### src/sv/twcs_pkg.sv
package twcs_pkg;

    localparam int unsigned COORD_W   = 11;
    localparam int unsigned TEXEL_W   = 10;
    localparam int unsigned LINE_W    = 16;
    localparam int unsigned POS_W     = 24;
    localparam int unsigned DIR_W     = 18;
    localparam int unsigned LOG2_W    = 4;
    localparam int unsigned FIX_W     = 32;
    localparam int unsigned CFG_IDX_W = 2;
    localparam int unsigned CFG_DAT_W = 11;

    localparam logic [CFG_IDX_W-1:0] REG_TEXTURE_WIDTH       = 2'd0;
    localparam logic [CFG_IDX_W-1:0] REG_TEXTURE_HEIGHT_LOG2 = 2'd1;
    localparam logic [CFG_IDX_W-1:0] REG_WINDOW_HEIGHT       = 2'd2;

    localparam logic [COORD_W-1:0] TEXTURE_WIDTH_RST       = 11'd64;
    localparam logic [LOG2_W-1:0]  TEXTURE_HEIGHT_LOG2_RST = 4'd6;
    localparam logic [COORD_W-1:0] WINDOW_HEIGHT_RST       = 11'd600;

    localparam logic ACTION_START = 1'b0;
    localparam logic ACTION_PIXEL = 1'b1;

endpackage

### src/sv/textured_wall_column_span.sv
// a pixel request shows its result on the output register in the cycle after acceptance
// throughput: pixel requests are taken one per cycle while the output is not stalled and no column setup runs
// a column-start request stalls the input through column setup: the shared multiplier in
// ST_HIT (hit coordinate), then in ST_SCALE (texture column), then the row step divider
// reset (rst_n low, asynchronous) restores configuration register defaults and leaves no span active
module textured_wall_column_span
    import twcs_pkg::*;
(
    input  logic                    clk,
    input  logic                    rst_n,
    input  logic                    cfg_we,
    input  logic [CFG_IDX_W-1:0]    cfg_index,
    input  logic [CFG_DAT_W-1:0]    cfg_data,
    input  logic                    in_valid,
    output logic                    in_stall,
    input  logic                    action,
    input  logic [COORD_W-1:0]      column_x,
    input  logic [COORD_W-1:0]      span_start,
    input  logic [COORD_W-1:0]      span_end,
    input  logic [LINE_W-1:0]       wall_line_height,
    input  logic                    hit_side,
    input  logic [POS_W-1:0]        wall_distance,
    input  logic signed [DIR_W-1:0] ray_x,
    input  logic signed [DIR_W-1:0] ray_y,
    input  logic [POS_W-1:0]        viewer_x,
    input  logic [POS_W-1:0]        viewer_y,
    output logic                    out_valid,
    input  logic                    out_stall,
    output logic [COORD_W-1:0]      pixel_x,
    output logic [COORD_W-1:0]      pixel_y,
    output logic [TEXEL_W-1:0]      texel_u,
    output logic [TEXEL_W-1:0]      texel_v,
    output logic                    final_pixel
);

    localparam int unsigned MUL_A_W = POS_W + 1;
    localparam int unsigned MUL_P_W = MUL_A_W + DIR_W;
    localparam int unsigned OFS_W   = LINE_W + 1;
    localparam int unsigned CNT_W   = $clog2(FIX_W);
    localparam int unsigned FRAC_W  = FIX_W / 2;

    typedef enum logic [1:0] {
        ST_IDLE,
        ST_HIT,
        ST_SCALE,
        ST_DIV
    } state_t;

    state_t                    state_reg;
    logic [CNT_W-1:0]          div_cnt_reg;

    logic [COORD_W-1:0]        tex_width_reg;
    logic [LOG2_W-1:0]         tex_log2_reg;
    logic [COORD_W-1:0]        view_rows_reg;

    logic [COORD_W-1:0]        held_column_reg;
    logic [COORD_W-1:0]        current_row_reg;
    logic [COORD_W-1:0]        stop_row_reg;
    logic [TEXEL_W-1:0]        held_texel_u_reg;
    logic [FIX_W-1:0]          row_acc_reg;
    logic [FIX_W-1:0]          row_step_reg;

    logic [POS_W-1:0]          dist_reg;
    logic signed [DIR_W-1:0]   dir_reg;
    logic [FRAC_W-1:0]         pos_lo_reg;
    logic                      mirror_reg;
    logic [LINE_W-1:0]         divisor_reg;
    logic signed [OFS_W-1:0]   offset_reg;
    logic [FIX_W-1:0]          dividend_reg;
    logic [LINE_W-1:0]         rem_reg;
    logic signed [MUL_P_W-1:0] prod_reg;

    logic                      out_valid_reg;
    logic [COORD_W-1:0]        pixel_x_reg;
    logic [COORD_W-1:0]        pixel_y_reg;
    logic [TEXEL_W-1:0]        texel_u_reg;
    logic [TEXEL_W-1:0]        texel_v_reg;
    logic                      final_pixel_reg;

    logic                      in_accept;
    logic                      span_active;
    logic                      emit;
    logic signed [MUL_A_W-1:0] mul_a;
    logic signed [DIR_W-1:0]   mul_b;
    logic signed [MUL_P_W-1:0] mul_p;
    logic [FRAC_W-1:0]         hit_frac;
    logic [TEXEL_W-1:0]        u_plain;
    logic [TEXEL_W-1:0]        u_final;
    logic [LINE_W:0]           rem_shift;
    logic                      q_bit;
    logic [LINE_W-1:0]         rem_next;
    logic [FIX_W-1:0]          acc_add;
    logic [FIX_W-1:0]          row_acc_next;
    logic [FRAC_W-1:0]         row_mask;
    logic [FRAC_W-1:0]         row_bits;
    logic signed [OFS_W-1:0]   offset_in;
    logic [LINE_W-1:0]         divisor_in;

    assign in_stall    = (state_reg != ST_IDLE) || (out_valid_reg && out_stall);
    assign in_accept   = in_valid && !in_stall;
    assign span_active = current_row_reg < stop_row_reg;
    assign emit        = in_accept && (action == ACTION_PIXEL) && span_active;

    // shared multiplier: distance * direction, then fraction * texture width
    always_comb
    begin
        if (state_reg == ST_SCALE)
        begin
            mul_a = $signed({{(MUL_A_W-FRAC_W){1'b0}}, hit_frac});
            mul_b = $signed({{(DIR_W-COORD_W){1'b0}}, tex_width_reg});
        end
        else
        begin
            mul_a = $signed({1'b0, dist_reg});
            mul_b = dir_reg;
        end
        mul_p = mul_a * mul_b;
    end

    assign hit_frac = pos_lo_reg + prod_reg[FIX_W-1:FRAC_W];
    assign u_plain  = prod_reg[FRAC_W+TEXEL_W-1:FRAC_W];
    assign u_final  = mirror_reg ? (tex_width_reg[TEXEL_W-1:0] - u_plain - 1'b1) : u_plain;

    // restoring divide step, quotient bits also fold the offset product into the accumulator
    assign rem_shift    = {rem_reg, dividend_reg[FIX_W-1]};
    assign q_bit        = rem_shift >= {1'b0, divisor_reg};
    assign rem_next     = q_bit ? LINE_W'(rem_shift - {1'b0, divisor_reg})
                                : rem_shift[LINE_W-1:0];
    assign acc_add      = q_bit ? FIX_W'(offset_reg) : '0;
    assign row_acc_next = {row_acc_reg[FIX_W-2:0], 1'b0} + acc_add;

    assign offset_in  = $signed({{(OFS_W-COORD_W){1'b0}}, span_start})
                      - $signed({{(OFS_W-COORD_W+1){1'b0}}, view_rows_reg[COORD_W-1:1]})
                      + $signed({2'b00, wall_line_height[LINE_W-1:1]});
    assign divisor_in = (wall_line_height == '0) ? LINE_W'(1) : wall_line_height;

    assign row_mask = ~({FRAC_W{1'b1}} << tex_log2_reg);
    assign row_bits = row_acc_reg[FIX_W-1:FRAC_W] & row_mask;

    always_ff @(posedge clk or negedge rst_n)
    begin
        if (!rst_n)
        begin
            state_reg        <= ST_IDLE;
            div_cnt_reg      <= '0;
            tex_width_reg    <= TEXTURE_WIDTH_RST;
            tex_log2_reg     <= TEXTURE_HEIGHT_LOG2_RST;
            view_rows_reg    <= WINDOW_HEIGHT_RST;
            held_column_reg  <= '0;
            current_row_reg  <= '0;
            stop_row_reg     <= '0;
            held_texel_u_reg <= '0;
            row_acc_reg      <= '0;
            row_step_reg     <= '0;
            out_valid_reg    <= 1'b0;
        end
        else
        begin
            if (cfg_we)
            begin
                unique case (cfg_index)
                    REG_TEXTURE_WIDTH:       tex_width_reg  <= cfg_data;
                    REG_TEXTURE_HEIGHT_LOG2: tex_log2_reg   <= cfg_data[LOG2_W-1:0];
                    REG_WINDOW_HEIGHT:       view_rows_reg  <= cfg_data;
                    default:                 ;
                endcase
            end

            if (emit)
                out_valid_reg <= 1'b1;
            else if (!out_stall)
                out_valid_reg <= 1'b0;

            unique case (state_reg)
                ST_IDLE:
                begin
                    if (in_accept && (action == ACTION_START))
                    begin
                        held_column_reg <= column_x;
                        current_row_reg <= span_start;
                        stop_row_reg    <= span_end;
                        row_acc_reg     <= '0;
                        row_step_reg    <= '0;
                        state_reg       <= ST_HIT;
                    end
                    else if (emit)
                    begin
                        row_acc_reg     <= row_acc_reg + row_step_reg;
                        current_row_reg <= current_row_reg + 1'b1;
                    end
                end
                ST_HIT:
                begin
                    state_reg <= ST_SCALE;
                end
                ST_SCALE:
                begin
                    div_cnt_reg <= '0;
                    state_reg   <= ST_DIV;
                end
                ST_DIV:
                begin
                    if (div_cnt_reg == '0)
                        held_texel_u_reg <= u_final;
                    row_step_reg <= {row_step_reg[FIX_W-2:0], q_bit};
                    row_acc_reg  <= row_acc_next;
                    div_cnt_reg  <= div_cnt_reg + 1'b1;
                    if (div_cnt_reg == CNT_W'(FIX_W - 1))
                        state_reg <= ST_IDLE;
                end
                default:
                begin
                    state_reg <= ST_IDLE;
                end
            endcase
        end
    end

    // datapath scratch, no reset needed
    always_ff @(posedge clk)
    begin
        if (in_accept && (action == ACTION_START) && (state_reg == ST_IDLE))
        begin
            dist_reg     <= wall_distance;
            dir_reg      <= hit_side ? ray_x : ray_y;
            pos_lo_reg   <= hit_side ? viewer_x[FRAC_W-1:0] : viewer_y[FRAC_W-1:0];
            mirror_reg   <= hit_side ? ray_y[DIR_W-1] : ray_x[DIR_W-1];
            divisor_reg  <= divisor_in;
            offset_reg   <= offset_in;
            dividend_reg <= FIX_W'(1) << (tex_log2_reg + 5'd16);
            rem_reg      <= '0;
        end
        else if (state_reg == ST_DIV)
        begin
            dividend_reg <= {dividend_reg[FIX_W-2:0], 1'b0};
            rem_reg      <= rem_next;
        end

        if ((state_reg == ST_HIT) || (state_reg == ST_SCALE))
            prod_reg <= mul_p;

        if (emit)
        begin
            pixel_x_reg     <= held_column_reg;
            pixel_y_reg     <= current_row_reg;
            texel_u_reg     <= held_texel_u_reg;
            texel_v_reg     <= row_bits[TEXEL_W-1:0];
            final_pixel_reg <= (current_row_reg + 1'b1) == stop_row_reg;
        end
    end

    assign out_valid   = out_valid_reg;
    assign pixel_x     = pixel_x_reg;
    assign pixel_y     = pixel_y_reg;
    assign texel_u     = texel_u_reg;
    assign texel_v     = texel_v_reg;
    assign final_pixel = final_pixel_reg;

    a_busy_stalls: assert property (@(posedge clk) disable iff (!rst_n)
        (state_reg != ST_IDLE) |-> in_stall)
        else $error("request accepted while column setup in progress");

    a_div_ends: assert property (@(posedge clk) disable iff (!rst_n)
        (state_reg == ST_DIV) && (div_cnt_reg == CNT_W'(FIX_W - 1)) |=> (state_reg == ST_IDLE))
        else $error("divider did not finish after full iteration count");

    a_emit_valid: assert property (@(posedge clk) disable iff (!rst_n)
        emit |=> out_valid && (pixel_y == $past(current_row_reg)))
        else $error("pixel request did not produce its result");

    a_row_advance: assert property (@(posedge clk) disable iff (!rst_n)
        emit |=> (current_row_reg == $past(current_row_reg) + 1'b1))
        else $error("row counter did not advance on emitted pixel");

endmodule
### config.mk
export PLATFORM = sky130hd
export DESIGN_NAME = textured_wall_column_span
export DESIGN_NICKNAME = d
export VERILOG_FILES = /design/src/sv/twcs_pkg.sv /design/src/sv/textured_wall_column_span.sv
export SDC_FILE = /design/constraint.sdc
export NUM_CORES = 2
export LEC_CHECK = 0
export ABC_AREA = 1
export BUFFER_PORTS_ARGS = -buffer_cell sky130_fd_sc_hd__clkbuf_2
export CORE_MARGIN = 2
export CORE_UTILIZATION = 45
export CTS_BUF_LIST = sky130_fd_sc_hd__clkbuf_16
export CTS_CLUSTER_DIAMETER = 30
export DETAILED_ROUTE_END_ITERATION = 7
export HOLD_SLACK_MARGIN = 0.1
export PLACE_DENSITY_LB_ADDON = 0.12
export REMOVE_ABC_BUFFERS = 1
export SLEW_MARGIN = 20
export SYNTH_ARGS = -nofsm -noshare
export SYNTH_HDL_FRONTEND = slang
export SYNTH_SLANG_ARGS = --single-unit
export TNS_END_PERCENT = 20
### constraint.sdc
create_clock -name clk -period 7 [get_ports clk]
set_clock_uncertainty 0.05 [all_clocks]
set_input_delay 0.35 -clock clk [delete_from_list [all_inputs] [get_ports clk]]
set_output_delay 0.35 -clock clk [all_outputs]
set_load 0.02 [all_outputs]
## After elaboration in Yosys (flattened, before gate mapping)

Index checks and enable logic that the tools add are counted.

| word-level totals | value |
|---|---|
| register bits after elaboration | 356 |
| input bits | 177 |
| output and inout port bits | 45 |
| word-level logic and storage cells | 106 |

| cells by class | value |
|---|---|
| $add $sub $neg | 11 |
| multipliers | 1 |
| magnitude comparators | 2 |
| equal/unequal tests | 11 |
| shift-type cells | 2 |
| muxes and demuxes | 23 |
| bitwise logic cells | 3 |
| reductions and logical operators | 27 |

Operator list:

| operator | count |
|---|---|
| $mux W32 | 6 |
| $pmux W32 S2 | 2 |
| $add A32 B32 Y32 | 2 |
| $mux W18 | 2 |
| $mul A25 B18 Y32 | 1 |
| $mux W16 | 2 |
| $shl A1 B5 Y32 const A | 1 |
| $mux W24 | 1 |
| $mux W11 | 2 |
| $reduce_and A2 Y1 | 9 |
| $add A12 B16 Y17 | 1 |
| $ge A17 B16 Y1 | 1 |
| $add A16 B16 Y16 | 1 |
| $logic_not A16 Y1 | 1 |
| $shl A16 B4 Y10 const A | 1 |
| $sub A16 B16 Y16 | 1 |
| $sub A11 B10 Y12 | 1 |
| $add A11 B1 Y11 const B | 1 |
| $eq A11 B11 Y1 | 1 |
| $lt A11 B11 Y1 | 1 |
| $and A10 B10 Y10 | 1 |
| $mux W10 | 1 |
| $not A10 Y10 | 1 |
| $pmux W5 S2 | 1 |
| 20 further kinds | 38 |

## Longest topological paths before layout

| logic depth | value |
|---|---|
| word-level depth | 9 |
| gate-level depth with buffers | 39 |
| mapped depth without buffers | 39 |

## Least setup slack after synthesis

OpenSTA, ideal clock, no wires.

| path | value |
|---|---|
| path kind | register -> register |
| start | register prod_reg[16] |
| end | register prod_reg[27], data pin |
| setup time | 259 ps |
| arrival time | 6409 ps |
| required time | 6691 ps |
| slack | 283 ps |
| cell stages (with the launch flop) | 36 |
| buffers on the path | 0 |
| clock period less this slack | 6717 ps |
| cell sequence | edfxtp_1 > ha_1 > inv_1 > fa_1 > inv_1 > nand2_1 > nand3_1 > o21ai_1 > o21ai_2 > nand2_1 > nand2_1 > nand2_1 > nand3_1 > nand2_1 > nand2_1 > nor2_1 > nor2_4 > nor2_1 > fa_1 > inv_1 > fa_1 > fa_1 > inv_1 > fa_1 > fa_1 > inv_1 > fa_1 > inv_1 > ha_1 > a21oi_1 > inv_1 > a31oi_1 > nand2_1 > a221oi_1 > nand2_1 > xor2_1 |

| between the ends | value |
|---|---|
| cells in the longest elaborated chain, start to end | 3 |

Ends and longest elaborated chain:

| what | RTL line | source |
|---|---|---|
| start, declared | textured_wall_column_span.sv:71 | `logic signed [MUL_P_W-1:0] prod_reg;` |
| start signal, assigned | textured_wall_column_span.sv:240 | `prod_reg <= mul_p;` |
| $add A16 B16 Y16 | textured_wall_column_span.sv:120 | `assign hit_frac = pos_lo_reg + prod_reg[FIX_W-1:FRAC_W];` |
| $mux W24 | textured_wall_column_span.sv:107 | `if (state_reg == ST_SCALE)` |
| $mul A25 B18 Y32 | textured_wall_column_span.sv:117 | `mul_p = mul_a * mul_b;` |
| via mul_p[27] | textured_wall_column_span.sv:85 | `logic signed [MUL_P_W-1:0] mul_p;` |

The timed path passes the listed nets, and every way through them passes these cells.
A chain may end at the register's enable or synchronous reset.

## Worst setup path after layout

Ends and elaborated chain as after synthesis.

==> metrics.csv <==
metric;value;unit
status;complete, but fails checks;
violations;negative setup slack;
crit_top_cell;inv_2;
synth_top_area_share;20.51;%
rsz0062_at_grt;true;
fmax;140.1;MHz
fp.coreArea;0.06751;mm^2
path_class;flop to flop;
hold_class;input port to flop;
vias_per_cell;5.111;
layout.cells.non_filler;5215;
die_w;265.8;um
area_growth;26.20;%
relSlewSlack;29.18;%
layout_commonest_cell;nand2_1;
holdWs;0.1316;ns
port_buffers;205;
routed_wl;93880;um
yosys_most_used_dff;edfxtp_1;
final_antenna_net_count;0;
nFillCells;6106;
min_path_cells;3;
clock_latency;0.61;ns
dp_hpwl;74030;um
synth_seq_area_share;27.70;%
fin_nets;4995;
antenna-diode-count;0;
drt_iter0_drc;1697;
track_usage;27.21;%
grt_overflow;0;
min_period;7.136;ns
syn-cell-area;0.03085;mm^2
cp-end-kind;flop;
die_y;265.8;um
worstMarginPinSlew;1.061;ns
synth-edff-count;167;
placementRows;95;
synth_cell_types;68;
ys_seq_elements;311;
arrival;7.40;ns
grt_max_degree;72;
route.detailed.drc;0;
cts_buffer_depth;3;
initial_core_util;45.69;%
root_buffer;clkbuf_16;
design_area;0.03893;mm^2
grt_pass1_vias;27923;
grt_pass1_wl;149400;um
yosysWarnings;0;
crit_path_max_incr_delay;0.54;ns
critPathRequiredTime;7.27;ns
finalMaxSlewViolations;0;
numCtsBuffers;81;
wl_per_cell;18.00;um
r2r.worst_path.cells;36;
place_inst;4903;
synth.area.top_cells;fa_1 (21%), edfxtp_1 (16%), dfrtp_1 (9.8%);
critical_path_peak_fanout;6;
cap_violations;0;
syn_area_per_cell;8.282;um^2
grt_antenna_before_repair;0;
num_vias;26653;
htreeDepth;3;
die_area;0.07067;mm^2
place_area;0.03406;mm^2
syn_inst;3725;
fin_ws;-0.1356;ns
gp_congestion;0.9648;
ios;222;
hold_viol_final;0;
cts.reportedPaths.clkPinSlew;0.05;ns
final_cell_mix;nand2_1 (760), inv_1 (709), nor2_1 (373), fa_1 (306), ha_1 (212);
crit_path_start_kind;flop;
period_share;101.9;%
synthArstFlopShare;41.16;%
synth_area_leader_cell;fa_1;
slowest_stage;fa_1;
drive_above_1_share;17.02;%
dr.pass1.iters;7;
cts_tree;built;
setup_violations;4;
clkSinkCount;311;
## stage by stage
stage / worst slack, ns / utilization [%] / setup TNS, ns
after CTS: -0.05930 / 57.34 / -0.1305
after detailed placement: -0.2753 / 50.45 / -2.441
after global routing: -0.4162 / 57.66 / -4.192
final: -0.1356 / 57.66 / -0.3242
after global placement: -0.1756 / 50.45 / -1.341
after floorplan: -3.766 / - / -356.06
## worst max-delay path, delay by kind of cell (launching register included)
kind | cells | cell delay [ns]
adders and majority gates | 9 | 3.80
and+or+nand+nor | 13 | 1.10
AOI/OAI and AO/OA | 5 | 0.87
buffers and inverters | 8 | 0.48
DFF | 1 | 0.34
xor gates and xnor gates | 1 | 0.18
## worst paths after layout
| check | startpoint | endpoint | slack, ns |
|---|---|---|---|
| max | prod_reg[16] | prod_reg[27] | -0.14 |
| min | cfg_we | tex_log2_reg[2] | 0.13 |
| max reg2reg | prod_reg[16] | prod_reg[27] | -0.14 |
| min reg2reg | held_texel_u_reg[1] | texel_u[1] | 0.39 |
| max in group asynchronous | rst_n | row_acc_reg[19] | 5.22 |
| min in group asynchronous | rst_n | held_column_reg[2] | 0.22 |
## per-layer routing
layer | GRT usage (%) | routed length [um] | vias up
met2 | 47.05 | 45830 | 709
li1 | - | - | 12953
met5 | 0 | 0 | -
met3 | 4.067 | 4728 | 181
met4 | 9.611 | 3264 | 0
met1 | 34.71 | 40060 | 12810
## logic make-up after synthesis
kind of cell | synth area share [%]
compound gates | 9.515
xor+xnor | 2.835
fa+ha+maj | 29.63
buf+inv | 10.16
flops | 27.70
mux | 1.205
simple gates | 18.95
## repair_timing
item	4_1_cts	5_1_grt
gates resized for setup	75	45
setup buffers	6	4
hold endpoints to repair	194	1
hold buffers	153	1
setup endpoints to repair	14	16
pin swaps	27	35
## Yosys cell counts (5+ instances only)
master      n
o22ai_1     8
nand3_1   130
fa_1      316
inv_2       9
o21ai_0   173
edfxtp_1  167
xor2_1     62
nor2_2      6
ha_1      225
a21oi_1   184
o41ai_1     7
a31oi_1    28
dfxtp_1    16
or2_2       9
mux2_2     33
buf_2      21
o31ai_1    19
nand4_1    33
a21o_1     15
nor2_4      6
nand3b_1    7
clkbuf_1   59
nand2_1   775
nor4_1      8
o21ai_1    12
o21ai_2     8
dfstp_2     7
nor3_1     24
xnor2_1    36
dfrtp_1   121
inv_1     712
nand2_2     5
nor2_1    390
o21bai_1   11
o211ai_1   17
## area by class of cell
class | count | area, um^2 | share of cell area, %
clock inverters | 66 | 676.9 | 1.739
flip-flops and latches | 311 | 8547 | 21.95
clock buffers | 82 | 2052 | 5.271
inverters | 725 | 2729 | 7.009
repair buffers | 559 | 4169 | 10.71
well taps | 873 | 1092 | 2.806
multi-input cells | 2599 | 19670 | 50.51
Power is not shown: default switching activity piles up to over one toggle a cycle in this logic, so the estimate is an artifact.
